## src/rtl/keyed_ordered_table_macros.svh

```systemverilog
// Assertion macros for the keyed ordered table RTL.
`ifndef KEYED_ORDERED_TABLE_MACROS_SVH
`define KEYED_ORDERED_TABLE_MACROS_SVH

`ifndef NO_ASSERTIONS

// Check that cons holds in the same cycle whenever ante holds.
`define KOT_ASSERT_IMP(lbl, clk, rst_n, ante, cons) \
	lbl: assert property (@(posedge clk) disable iff (!rst_n) (ante) |-> (cons)) \
		else $error("keyed_ordered_table: assertion failed");

// Check that cons holds in the cycle after ante holds.
`define KOT_ASSERT_NXT(lbl, clk, rst_n, ante, cons) \
	lbl: assert property (@(posedge clk) disable iff (!rst_n) (ante) |=> (cons)) \
		else $error("keyed_ordered_table: assertion failed");

`else

`define KOT_ASSERT_IMP(lbl, clk, rst_n, ante, cons)
`define KOT_ASSERT_NXT(lbl, clk, rst_n, ante, cons)

`endif

`endif

```

## src/rtl/kot_pkg.sv

```systemverilog
// Types, constants and codes of the keyed ordered table.
`default_nettype none

package kot_pkg;

	localparam int TABLE_DEPTH = 16;
	localparam int KEY_W       = 8;
	localparam int COUNT_W     = 8;
	localparam int POS_W       = 4;
	localparam int USED_W      = $clog2(TABLE_DEPTH + 1);
	localparam int SEL_W       = (USED_W > POS_W) ? USED_W : POS_W;

	typedef logic [KEY_W-1:0]   key_t;
	typedef logic [COUNT_W-1:0] count_t;
	typedef logic [USED_W-1:0]  used_t;
	typedef logic [SEL_W-1:0]   sel_t;
	typedef logic [1:0]         cmd_t;

	localparam used_t  USED_FULL   = used_t'(TABLE_DEPTH);
	localparam count_t LIMIT_RESET = count_t'(20);

	// Command codes; code 3 is ignored.
	localparam cmd_t CMD_APPEND = 2'd0;
	localparam cmd_t CMD_CHANGE = 2'd1;
	localparam cmd_t CMD_READ   = 2'd2;

	typedef enum logic [2:0] {
		ST_OK         = 3'd0,
		ST_OVER_LIMIT = 3'd1,
		ST_NOT_FOUND  = 3'd2,
		ST_FULL       = 3'd3,
		ST_EMPTY_POS  = 3'd4
	} status_t;

	typedef enum logic [1:0] {
		S_IDLE,
		S_EXEC,
		S_SCAN,
		S_FINISH
	} state_t;

	// Broadcast from the controller to every cell.
	typedef struct packed {
		logic   start;
		logic   append;
		logic   remove;
		key_t   key;
		count_t count;
		used_t  used;
	} cell_ctl_t;

	// Search outcome reported by each cell.
	typedef struct packed {
		logic tok;
		logic hit;
		logic miss;
	} cell_stat_t;

endpackage

`default_nettype wire

```

## src/rtl/kot_cell.sv

```systemverilog
// One table cell: holds an entry, passes the search token and takes its neighbor's entry.
`default_nettype none

module kot_cell (
	input  wire logic                  clk,
	input  wire logic                  arst_n,
	input  wire kot_pkg::used_t        cell_idx,
	input  wire kot_pkg::cell_ctl_t    ctl,
	input  wire logic                  tok_in,
	input  wire kot_pkg::key_t         nxt_key,
	input  wire kot_pkg::count_t       nxt_count,
	output logic                       tok_out,
	output kot_pkg::key_t              key,
	output kot_pkg::count_t            count,
	output kot_pkg::cell_stat_t        stat
);

	kot_pkg::key_t   key_q;
	kot_pkg::count_t count_q;
	logic            tok_q;
	logic            passed_q;
	logic            in_use;
	logic            match;
	logic            hit;

	// Classify the token held in this cell
	assign in_use  = cell_idx < ctl.used;
	assign match   = key_q == ctl.key;
	assign hit     = tok_q && in_use && match;
	assign tok_out = tok_q && in_use && !match;

	assign stat.tok  = tok_q;
	assign stat.hit  = hit;
	assign stat.miss = tok_q && !in_use;

	assign key   = key_q;
	assign count = count_q;

	// Write at the tail, shift up behind a removed entry, or overwrite the count
	always_ff @(posedge clk) begin
		if (ctl.append && (cell_idx == ctl.used)) begin
			key_q   <= ctl.key;
			count_q <= ctl.count;
		end else if (ctl.remove && !passed_q) begin
			key_q   <= nxt_key;
			count_q <= nxt_count;
		end else if (hit && (ctl.count != '0)) begin
			count_q <= ctl.count;
		end
	end

	// Advance the token; mark cells it has gone through
	always_ff @(posedge clk or negedge arst_n) begin
		if (!arst_n) begin
			tok_q    <= 1'b0;
			passed_q <= 1'b0;
		end else begin
			tok_q <= tok_in;
			if (ctl.start) begin
				passed_q <= 1'b0;
			end else if (tok_out) begin
				passed_q <= 1'b1;
			end
		end
	end

endmodule

`default_nettype wire

```

## src/rtl/keyed_ordered_table.sv

```systemverilog
// Top level of the keyed ordered table: controller, cell chain and result register.
//
// Usage: commands arrive on the in channel (in_valid / in_stall), one result word per
// command leaves on the out channel (out_valid / out_stall). A word moves at a clock
// edge with valid high and stall low. The count limit is written on the cfg channel
// (cfg_valid / cfg_ready, ready is always high); the user must write it only while no
// command is in flight, as the block itself does not enforce this. The table is a chain
// of cells; a change command sends a search token from the head cell down the chain,
// one cell per cycle, and a removal shifts all later cells up by one at once, each cell
// taking its neighbor's entry. A command passes the execute state and then the finish
// state, which loads the output register; a change within the limit scans in between
// until the token reaches the matching entry, the first unused cell or the chain's end.
// One command is in flight at a time; the next one is taken at the edge after out_valid
// rises. It is taken while the previous result still sits in the output register.
// If the receiver stalls with a result waiting, the next result is held inside until
// the output register frees up. Reset empties the table and sets the limit to 20.
`default_nettype none

`include "keyed_ordered_table_macros.svh"

module keyed_ordered_table (
	input  wire logic        clk,
	input  wire logic        arst_n,
	input  wire logic        in_valid,
	output logic             in_stall,
	input  wire logic [1:0]  cmd,
	input  wire logic [7:0]  entry_key,
	input  wire logic [7:0]  entry_count,
	input  wire logic [3:0]  position,
	output logic             out_valid,
	input  wire logic        out_stall,
	output logic [2:0]       status,
	output logic [4:0]       entries_used,
	output logic [7:0]       read_key,
	output logic [7:0]       read_count,
	input  wire logic        cfg_valid,
	output logic             cfg_ready,
	input  wire logic [7:0]  cfg_data
);

	localparam int DEPTH = kot_pkg::TABLE_DEPTH;

	kot_pkg::state_t     state_q, state_d;
	kot_pkg::cmd_t       op_cmd_q;
	kot_pkg::key_t       op_key_q;
	kot_pkg::count_t     op_count_q;
	logic [3:0]          op_pos_q;
	kot_pkg::count_t     limit_q;
	kot_pkg::used_t      used_q, used_d;

	kot_pkg::status_t    res_status_q, res_status_d;
	kot_pkg::key_t       res_key_q, res_key_d;
	kot_pkg::count_t     res_count_q, res_count_d;
	logic                res_load;

	logic                out_valid_q;
	kot_pkg::status_t    out_status_q;
	kot_pkg::used_t      out_used_q;
	kot_pkg::key_t       out_key_q;
	kot_pkg::count_t     out_count_q;
	logic                out_load;

	kot_pkg::cell_ctl_t  ctl;
	kot_pkg::cell_stat_t stat [DEPTH];
	kot_pkg::key_t       cell_key [DEPTH];
	kot_pkg::count_t     cell_count [DEPTH];
	logic [DEPTH:0]      tok_link;
	logic [DEPTH-1:0]    tok_vec;
	logic [DEPTH-1:0]    hit_vec;
	logic [DEPTH-1:0]    miss_vec;
	logic                hit_any;
	logic                miss_any;
	logic                over_limit;
	logic                pos_valid;
	kot_pkg::key_t       rd_key;
	kot_pkg::count_t     rd_count;
	logic                in_accept;

	// Channel handshakes
	assign in_stall   = state_q != kot_pkg::S_IDLE;
	assign in_accept  = in_valid && !in_stall;
	assign cfg_ready  = 1'b1;

	assign out_valid    = out_valid_q;
	assign status       = out_status_q;
	assign entries_used = 5'(out_used_q);
	assign read_key     = out_key_q;
	assign read_count   = out_count_q;

	// Cell chain
	assign tok_link[0] = ctl.start;

	for (genvar i = 0; i < DEPTH; i++) begin : g_cell
		kot_pkg::key_t   nk;
		kot_pkg::count_t nc;

		if (i == DEPTH - 1) begin : g_tail
			assign nk = cell_key[i];
			assign nc = cell_count[i];
		end else begin : g_body
			assign nk = cell_key[i+1];
			assign nc = cell_count[i+1];
		end

		kot_cell u_cell (
			.clk       (clk),
			.arst_n    (arst_n),
			.cell_idx  (kot_pkg::used_t'(i)),
			.ctl       (ctl),
			.tok_in    (tok_link[i]),
			.nxt_key   (nk),
			.nxt_count (nc),
			.tok_out   (tok_link[i+1]),
			.key       (cell_key[i]),
			.count     (cell_count[i]),
			.stat      (stat[i])
		);

		assign tok_vec[i]  = stat[i].tok;
		assign hit_vec[i]  = stat[i].hit;
		assign miss_vec[i] = stat[i].miss;
	end

	assign hit_any  = |hit_vec;
	assign miss_any = (|miss_vec) || tok_link[DEPTH];

	// Select the entry at the read position
	always_comb begin
		rd_key   = '0;
		rd_count = '0;
		for (int i = 0; i < DEPTH; i++) begin
			if (kot_pkg::sel_t'(op_pos_q) == kot_pkg::sel_t'(i)) begin
				rd_key   = cell_key[i];
				rd_count = cell_count[i];
			end
		end
	end

	assign over_limit = op_count_q > limit_q;
	assign pos_valid  = kot_pkg::sel_t'(op_pos_q) < kot_pkg::sel_t'(used_q);

	// Next state, cell commands and result
	always_comb begin
		state_d      = state_q;
		used_d       = used_q;
		ctl.start    = 1'b0;
		ctl.append   = 1'b0;
		ctl.remove   = 1'b0;
		ctl.key      = op_key_q;
		ctl.count    = op_count_q;
		ctl.used     = used_q;
		res_load     = 1'b0;
		res_status_d = kot_pkg::ST_OK;
		res_key_d    = '0;
		res_count_d  = '0;
		out_load     = 1'b0;
		case (state_q)
			kot_pkg::S_IDLE: begin
				if (in_accept) begin
					state_d = kot_pkg::S_EXEC;
				end
			end
			kot_pkg::S_EXEC: begin
				res_load = 1'b1;
				state_d  = kot_pkg::S_FINISH;
				case (op_cmd_q)
					kot_pkg::CMD_APPEND: begin
						if (over_limit) begin
							res_status_d = kot_pkg::ST_OVER_LIMIT;
						end else if (used_q >= kot_pkg::USED_FULL) begin
							res_status_d = kot_pkg::ST_FULL;
						end else begin
							ctl.append = 1'b1;
							used_d     = used_q + 1'b1;
						end
					end
					kot_pkg::CMD_CHANGE: begin
						if (over_limit) begin
							res_status_d = kot_pkg::ST_OVER_LIMIT;
						end else begin
							res_load  = 1'b0;
							ctl.start = 1'b1;
							state_d   = kot_pkg::S_SCAN;
						end
					end
					kot_pkg::CMD_READ: begin
						if (pos_valid) begin
							res_key_d   = rd_key;
							res_count_d = rd_count;
						end else begin
							res_status_d = kot_pkg::ST_EMPTY_POS;
						end
					end
					default: begin
						res_status_d = kot_pkg::ST_OK;
					end
				endcase
			end
			kot_pkg::S_SCAN: begin
				if (hit_any) begin
					res_load = 1'b1;
					state_d  = kot_pkg::S_FINISH;
					if (op_count_q == '0) begin
						ctl.remove = 1'b1;
						used_d     = used_q - 1'b1;
					end
				end else if (miss_any) begin
					res_load     = 1'b1;
					res_status_d = kot_pkg::ST_NOT_FOUND;
					state_d      = kot_pkg::S_FINISH;
				end
			end
			kot_pkg::S_FINISH: begin
				if (!out_valid_q || !out_stall) begin
					out_load = 1'b1;
					state_d  = kot_pkg::S_IDLE;
				end
			end
			default: begin
				state_d = kot_pkg::S_IDLE;
			end
		endcase
	end

	// Control registers
	always_ff @(posedge clk or negedge arst_n) begin
		if (!arst_n) begin
			state_q     <= kot_pkg::S_IDLE;
			used_q      <= '0;
			limit_q     <= kot_pkg::LIMIT_RESET;
			out_valid_q <= 1'b0;
		end else begin
			state_q <= state_d;
			used_q  <= used_d;
			if (cfg_valid && cfg_ready) begin
				limit_q <= cfg_data;
			end
			if (out_load) begin
				out_valid_q <= 1'b1;
			end else if (!out_stall) begin
				out_valid_q <= 1'b0;
			end
		end
	end

	// Hold the command, the pending result and the output word
	always_ff @(posedge clk) begin
		if (in_accept) begin
			op_cmd_q   <= cmd;
			op_key_q   <= entry_key;
			op_count_q <= entry_count;
			op_pos_q   <= position;
		end
		if (res_load) begin
			res_status_q <= res_status_d;
			res_key_q    <= res_key_d;
			res_count_q  <= res_count_d;
		end
		if (out_load) begin
			out_status_q <= res_status_q;
			out_used_q   <= used_q;
			out_key_q    <= res_key_q;
			out_count_q  <= res_count_q;
		end
	end

	`KOT_ASSERT_IMP(a_tok_single, clk, arst_n, 1'b1, $onehot0(tok_vec))
	`KOT_ASSERT_IMP(a_scan_tok, clk, arst_n, state_q == kot_pkg::S_SCAN, $onehot(tok_vec))
	`KOT_ASSERT_IMP(a_hit_miss, clk, arst_n, 1'b1, !(hit_any && miss_any))
	`KOT_ASSERT_IMP(a_used_bound, clk, arst_n, 1'b1, used_q <= kot_pkg::USED_FULL)
	`KOT_ASSERT_NXT(a_finish_used, clk, arst_n, state_q == kot_pkg::S_FINISH, $stable(used_q))

endmodule

`default_nettype wire

```

## config.mk

```make
export PLATFORM = sky130hd
export DESIGN_NAME = keyed_ordered_table
export DESIGN_NICKNAME = d
export VERILOG_FILES = /design/src/rtl/kot_pkg.sv /design/src/rtl/kot_cell.sv /design/src/rtl/keyed_ordered_table.sv
export VERILOG_INCLUDE_DIRS = /design/src /design/src/rtl
export SDC_FILE = /design/constraint.sdc
export NUM_CORES = 1
export LEC_CHECK = 0
export BUFFER_PORTS_ARGS = -buffer_cell sky130_fd_sc_hd__buf_4
export CORE_ASPECT_RATIO = 1.5
export CORE_MARGIN = 2
export CORE_UTILIZATION = 52
export DETAILED_ROUTE_END_ITERATION = 8
export PLACE_DENSITY_LB_ADDON = 0.15
export SLEW_MARGIN = 30
export SYNTH_ARGS = -nofsm -noshare
export SYNTH_HDL_FRONTEND = slang
export SYNTH_SLANG_ARGS = --single-unit
export TNS_END_PERCENT = 5
```

## constraint.sdc

```tcl
create_clock -name clk -period 5.05 [get_ports clk]
set_input_delay 1.01 -clock clk [delete_from_list [all_inputs] [get_ports clk]]
set_output_delay 1.01 -clock clk [all_outputs]
set_load 0.005 [all_outputs]
```

==> results of run 1 <==
## cells in the final DEF (no fill, tap or decap), types with 25 or more instances in the layout
cell       count
edfxtp_1     321
mux2_2       128
buf_4        128
nor2_1       112
xnor2_1      104
o21ai_0       86
a21o_1        78
a21oi_1       59
nand2_1       57
a31o_2        50
dfrtp_1       45
clkbuf_16     39
nand3_1       30
nor3_1        27
inv_1         25
## registers in the layout (all words and copies together) (netlist names), 3 cells and up
name and count:
read_key 8, g_cell.u_cell.count 128, status 3, g_cell.u_cell.key 128, op_key_q 8, entries_used 5
read_count 8, res_count_q 8, op_count_q 8, op_pos_q 4, limit_q 8, g_cell.u_cell.tok_q 16
used_q 5, res_key_q 8, res_status_q 3, g_cell.u_cell.passed_q 15
## Yosys cell counts (25+ instances only)
cell type	instances
a21o_1	78
a21oi_1	59
a31o_2	50
buf_2	29
clkbuf_1	67
dfrtp_1	45
edfxtp_1	321
inv_1	25
mux2_2	128
nand2_1	57
nand3_1	30
nor2_1	112
nor3_1	27
o21ai_0	86
xnor2_1	104
## cell families (layout without fill, tap and decap cells)
family	after synthesis	in the layout
AND/OR/NAND/NOR	352	352
AO/OA/AOI/OAI	410	410
adder cells (fa/ha/maj)	22	22
buffers and inverters	154	229
XOR/XNOR	128	128
other	1	1
flip-flops	368	368
multiplexers	172	172
## metal layers
metal,global-route usage,vias to the layer above,wire length (um)
li1,-,6211,-
met1,0.392,7240,22900
met4,0.208,2,4820
met3,0.0407,232,4340
met5,0,-,10
met2,0.538,745,31800
## stage by stage
stage / total power, mW / instances
2_1_floorplan: 5.08 / 1607
3_3_place_gp: 5.79 / 2101
3_5_place_dp: 5.83 / 2102
4_1_cts: 8.51 / 2169
5_1_grt: 8.81 / 2171
6_report: 8.51 / 2171
## worst register-to-register path: cells and delay by family (launching register included)
family,cells,cell delay (ps)
AND/OR/NAND/NOR,5,1830
XOR/XNOR,1,90
AO/OA/AOI/OAI,1,680
flip-flops,1,860
buffers and inverters,3,910
## cell type report
class / instances / share of cell area
Clock buffer: 52 / 0.0472
Clock inverter: 15 / 0.00486
Inverter: 27 / 0.00457
Multi-Input combinational cell: 1085 / 0.379
Sequential cell: 368 / 0.488
Tap cell: 489 / 0.0276
Timing Repair Buffer: 135 / 0.0487
## worst min-delay path by stage
| stage | end | start | slack [ps] | cells after the start |
|---|---|---|---|---|
| final | read_key[0] | res_key_q[0] | 420 | 0 |
| after global routing | read_key[6] | res_key_q[6] | 420 | 0 |
| after CTS | read_key[0] | res_key_q[0] | 410 | 0 |
| after detailed placement | read_key[0] | res_key_q[0] | 410 | 0 |
| after global placement | read_count[0] | res_count_q[0] | 400 | 0 |
| after floorplan | read_count[0] | res_count_q[0] | 400 | 0 |
## power by group through the flow
stage,sequential (mW),combinational [mW],clock [mW]
2_1_floorplan,3.84,1.23,0
3_3_place_gp,3.96,1.82,0
3_5_place_dp,3.97,1.86,0
4_1_cts,3.91,1.86,2.74
5_1_grt,3.94,2.03,2.84
6_report,3.92,1.89,2.71
==> results.py, run 1 <==
metrics = {
    "power_and_ir_drop": {
        "pwr_density_cell_nw_per_um2": 384,
        "combPwrFrac": 0.222,
        "p_clk_frac": 0.318,
        "p_leak_nw": 8.00,
        "internal_power_mw": 5.87,
        "p_sw_frac": 0.310,
        "vdd.ir_drop.worst_v": 0.000318,
        "power_frac_seq": 0.460,
        "p_switching_mw": 2.64,
    },
    "clocking": {
        "worstSkewPairLatency_ps": 560,
        "cts_hold_buf": 0,
        "cts-root-buf": "clkbuf_16",
        "clkTransAtPathRegs_ps": 60,
        "h-tree-depth": 2,
        "cts_resized": 0,
        "clockBufferDepth": 3,
        "cts_buffers": 37,
        "post-cts-setup-buffers": 0,
        "tritoncts": "built",
        "cts.sinks": 368,
    },
    "sta": {
        "finalClockSkew_ps": 27.7,
        "fmax_ghz": 0.214,
        "rsz0062_at_grt": "false",
        "relSlewSlack": 0.336,
        "fin_hold_ws_ps": 418,
        "period_share": 0.924,
        "setup_viol": 0,
        "hold_viol_final": 0,
        "setup_slack_ps": 383,
        "worst_pin_slew_ps": 991,
        "drv_slew": 0,
        "period_minus_slack_ps": 4670,
        "finalSetupTns_ps": 0,
    },
    "placed_design": {
        "dpl-instance-area_um2": 21000,
        "hpwlAfterDp_um": 46400,
        "dpl_worst_slack_ps": 554,
        "portBuffers": 60,
        "gp_congestion": 0.988,
    },
    "critical_path": {
        "cp.arrival_ps": 4910,
        "endpoint": "g_cell[9].u_cell.key[4]",
        "worstPathMaxFanout": 19,
        "path_cells": "buf_4, xor2_1, nor4_1, and3b_1, nor4_1, and4_2, or2_2, buf_4, o21ai_0, buf_4",
        "critical-path-top-delay-family": "simple AND/OR/NAND/NOR gates",
        "path_depth": 10,
        "critPathLaunch": "op_key_q[1]",
        "worst_path_largest_cell_delay_ps": 860,
        "slowest_stage": "edfxtp_1",
        "worstSetupPathType": "flip-flop to flip-flop",
        "end_kind": "flip-flop",
        "start_kind": "flip-flop",
        "r2r-start": "op_key_q[1]",
        "rr_worst_depth": 10,
        "reg2reg_to": "g_cell[9].u_cell.key[4]",
        "r2r_setup_slack_ps": 380,
        "worst_path_most_repeated_cell": "buf_4",
        "worstPathRequired_ps": 5300,
        "path_buf_inv": 3,
    },
    "yosys": {
        "synth_seq_cells": 368,
        "syn_area_per_cell_um2": 12.4,
        "syn-cell-area_um2": 19900,
        "synthMuxAreaShare": 0.107,
        "yosysUniqueCellTypes": 86,
        "yosysWarningCount": 0,
        "syn_nets": 1663,
        "yosysSeqAreaShare": 0.543,
        "synth_top_area_frac": 0.484,
        "synth_cells": 1607,
        "synth-compound-area-share": 0.143,
        "synth_simple_gate_area_share": 0.0992,
        "yosys-top-cells-area": "edfxtp_1 48%, mux2_2 7.2%, dfrtp_1 5.7%",
        "synth_fa_ha_area_frac": 0.0137,
        "synth_top_family_by_area": "compound AO/OA/AOI/OAI gates",
        "synth-edff-count": 321,
        "yosys.area.top_type": "edfxtp_1",
        "synth_xor_area_frac": 0.0563,
        "ys.flop_type": "edfxtp_1",
        "synthArstFlopShare": 0.128,
    },
    "final_layout": {
        "syn2layout_area_growth_pct": 11.3,
        "regArea_um2": 10800,
        "nNetsFinal": 1710,
        "fin_area_um2": 22200,
        "multi_input_area_um2": 8390,
        "finalCoreUtilization": 0.588,
        "n_antenna_cell": 0,
        "drive_gt1_frac": 0.252,
        "fillers": 3115,
    },
    "routing": {
        "wl_um": 63900,
        "wl_per_cell_um": 29.4,
        "viasPerCell": 6.65,
        "first_pass_iters": 5,
        "drc": 0,
        "drt_iter0_drc": 1520,
        "ant_nets": 0,
        "vias": 14400,
    },
    "floorplanning": {
        "floorplan.initialDensity": 0.529,
        "ioPinCount": 62,
        "die_width_um": 164,
        "core_area_um2": 37700,
        "dieArea_um2": 39900,
        "rows": 87,
        "die_y_um": 244,
    },
    "global_route": {
        "first_global_vias": 14300,
        "gr-total-overflow": 0,
        "antenna_found_initial": 1,
        "grt_max_degree": 48,
        "grt_pass1_wl_um": 94100,
        "grt_usage": 0.323,
    },
    "worst_hold_path": {
        "hold_path.class": "flip-flop to flip-flop",
    },
    "run_status": {
        "status": "completed",
    },
    "flow_run": {
        "max_cap_violations": 0,
    },
}
No activity file was read; power rests on OpenSTA's default activity.
==> inputs of run 2 (changes only) <==
--- a/config.mk
+++ b/config.mk
@@ -15,5 +15,6 @@
 export SLEW_MARGIN = 30
 export SYNTH_ARGS = -nofsm -noshare
 export SYNTH_HDL_FRONTEND = slang
+export SYNTH_HIERARCHICAL = 1
 export SYNTH_SLANG_ARGS = --single-unit
 export TNS_END_PERCENT = 5
==> run 2 against run 1 <==
Register-to-register slack worse by 120 ps. Clock power up 6%. Count of clock-buffer cells in the layout is 1 lower. Via count up 7.7%. Wire length is 1.1% lower. Hold slack improved by 1.4 ps. Clock skew down 6.5 ps. Critical path type unchanged. Critical endpoint is now g_cell[2].u_cell/count[2]. Largest cell class is now multi-input gates. Highest routed layer is now met4.
==> results.py, run 2 <==
metrics = {
    "run_status": {
        "status": "completed",
    },
    "power_and_ir_drop": {
        "finalPower_mw": 10.1,
        "p_leak_nw": 9.92,
        "vdd.ir_drop.worst_v": 0.000256,
        "pwr_density_cell_nw_per_um2": 395,
    },
    "worst_hold_path": {
        "hold_path_depth": 0,
        "hold_path.class": "flip-flop to flip-flop",
    },
    "floorplanning": {
        "floorplan.initialDensity": 0.527,
        "core_area_um2": 43100,
        "dieArea_um2": 45400,
        "ioPinCount": 62,
        "die_width_um": 175,
        "rows": 93,
        "die_y_um": 260,
    },
    "final_layout": {
        "layout_commonest_cell": "edfxtp_1",
        "mostFrequentLayoutCells": "321 x edfxtp_1, 270 x mux2_2, 130 x xnor2_1, 124 x inv_1, 106 x buf_4",
        "syn2layout_area_growth_pct": 12.6,
        "drive_gt1_frac": 0.264,
        "fillers": 3517,
        "nNetsFinal": 2109,
        "fin_area_um2": 25500,
        "n_antenna_cell": 0,
    },
    "critical_path": {
        "worst_path_most_repeated_cell": "a21o_1",
        "path_cells": "buf_4, inv_1, ha_1, nand4_4, o22ai_1, nor4_2, nor4_1, and4_1, nor2_4, buf_12, a21o_1, a21o_1",
        "end_kind": "flip-flop",
        "rr_worst_depth": 12,
        "path_buf_inv": 3,
        "r2r_setup_slack_ps": 260,
        "critPathLaunch": "used_q[3]",
        "start_kind": "flip-flop",
        "worstSetupPathType": "flip-flop to flip-flop",
        "worst_path_largest_cell_delay_ps": 880,
        "path_depth": 12,
        "cp.arrival_ps": 5030,
        "slowest_stage": "nor4_1",
        "endpoint": "g_cell[2].u_cell/count[2]",
        "critical-path-top-delay-family": "simple AND/OR/NAND/NOR gates",
        "reg2reg_to": "g_cell[2].u_cell/count[2]",
        "worstPathRequired_ps": 5290,
        "worstPathMaxFanout": 22,
        "r2r-start": "used_q[3]",
    },
    "clocking": {
        "post-cts-setup-buffers": 0,
        "cts_hold_buf": 0,
        "cts.sinks": 369,
        "cts_resized": 0,
        "cts-root-buf": "clkbuf_16",
        "tritoncts": "built",
        "cts_buffers": 39,
        "worstSkewPairLatency_ps": 550,
        "clockBufferDepth": 3,
        "h-tree-depth": 2,
        "clkTransAtPathRegs_ps": 60,
    },
    "global_route": {
        "grt.met3_usage": 0.0235,
        "antenna_found_initial": 0,
        "use_met2": 0.492,
        "grt_pass1_wl_um": 95800,
        "grt_use_met1": 0.346,
        "first_global_vias": 15900,
        "gr-total-overflow": 0,
        "grt.busiest_layer": "met2",
        "grt_max_degree": 53,
        "grt_usage": 0.279,
    },
    "routing": {
        "first_pass_iters": 7,
        "drc": 0,
        "wl_um": 63200,
        "wl_per_cell_um": 24.5,
        "vias": 15500,
        "drt_iter0_drc": 1271,
        "viasPerCell": 6.04,
        "ant_nets": 0,
    },
    "yosys": {
        "yosysWarningCount": 6,
        "syn_area_per_cell_um2": 12.6,
        "synth_cells": 1800,
        "syn-cell-area_um2": 22700,
    },
    "sta": {
        "drv_slew": 0,
        "relSlewSlack": 0.288,
        "rsz0062_at_grt": "false",
        "period_share": 0.948,
        "finalSetupTns_ps": 0,
        "period_minus_slack_ps": 4790,
        "hold_viol_final": 0,
        "finalClockSkew_ps": 21.2,
        "setup_viol": 0,
        "worst_pin_slew_ps": 1070,
        "fmax_ghz": 0.209,
    },
    "placed_design": {
        "gp_congestion": 0.897,
        "portBuffers": 60,
        "dpl-instance-area_um2": 24300,
        "hpwlAfterDp_um": 47400,
    },
    "flow_run": {
        "max_cap_violations": 0,
    },
}
[run 2: changes by cell type in the layout (fill, tap and decap cells not counted), moves of 25 or more]
cell     previous run  this run
o21ai_0            86        34
nor2b_1             8        48
ha_1               21        99
mux2_2            128       270
nor2_1            112        45
xnor2_1           104       130
a21o_1             78        47
conb_1              1        81
nor4_1             16        41
nand2_1            57       104
nand3_1            30         5
a31o_2             50         0
inv_1              25       124
[run 2: how the worst min path moves through the flow]
stage | from | end | slack, ps
2_1_floorplan | res_count_q[0] | read_count[0] | 400
3_3_place_gp | res_key_q[4] | read_key[4] | 400
3_5_place_dp | res_status_q[1] | status[1] | 410
4_1_cts | res_status_q[1] | status[1] | 420
5_1_grt | res_key_q[0] | read_key[0] | 430
6_report | res_key_q[4] | read_key[4] | 420
[run 2: worst reg2reg max path: stages, from the launching register on]
cell	delay, ps
dfrtp_1	680
buf_4	230
inv_1	60
ha_1	330
nand4_4	150
o22ai_1	380
nor4_2	170
nor4_1	880
and4_1	540
nor2_4	90
buf_12	190
a21o_1	390
a21o_1	400
[run 2: power breakdown]
part	internal [mW]	switching (mW)	total (mW)
registers	3.68	0.267	3.94
logic	1.29	1.96	3.26
clock network	1.65	1.23	2.88
total	6.62	3.46	10.1
[run 2: layout make-up]
cell class                 instances  area [um^2]  share of cell area
sequential                       369        10800               0.424
clock buffer                      51         1060              0.0416
multi-input combinational       1328        11300               0.444
inverter                         124          465              0.0182
clock inverter                    20          200             0.00784
timing repair buffer             112          923              0.0361
tap                              570          713              0.0279
[run 2: per-stage QoR]
stage | instances | hold slack, ps | worst slack (ps) | util
finish | 2574 | 420 | 265 | 0.593
global route | 2574 | 428 | 182 | 0.593
CTS | 2574 | 421 | 303 | 0.593
detailed placement | 2503 | 405 | 305 | 0.564
global placement | 2502 | 404 | 316 | 0.563
floorplan | 1879 | 400 | 552 | -
[run 2: metal layers]
metal	wire [um]	vias up
met5	0	-
met4	3210	0
met3	2870	139
met2	32100	500
met1	25000	7731
li1	-	7166
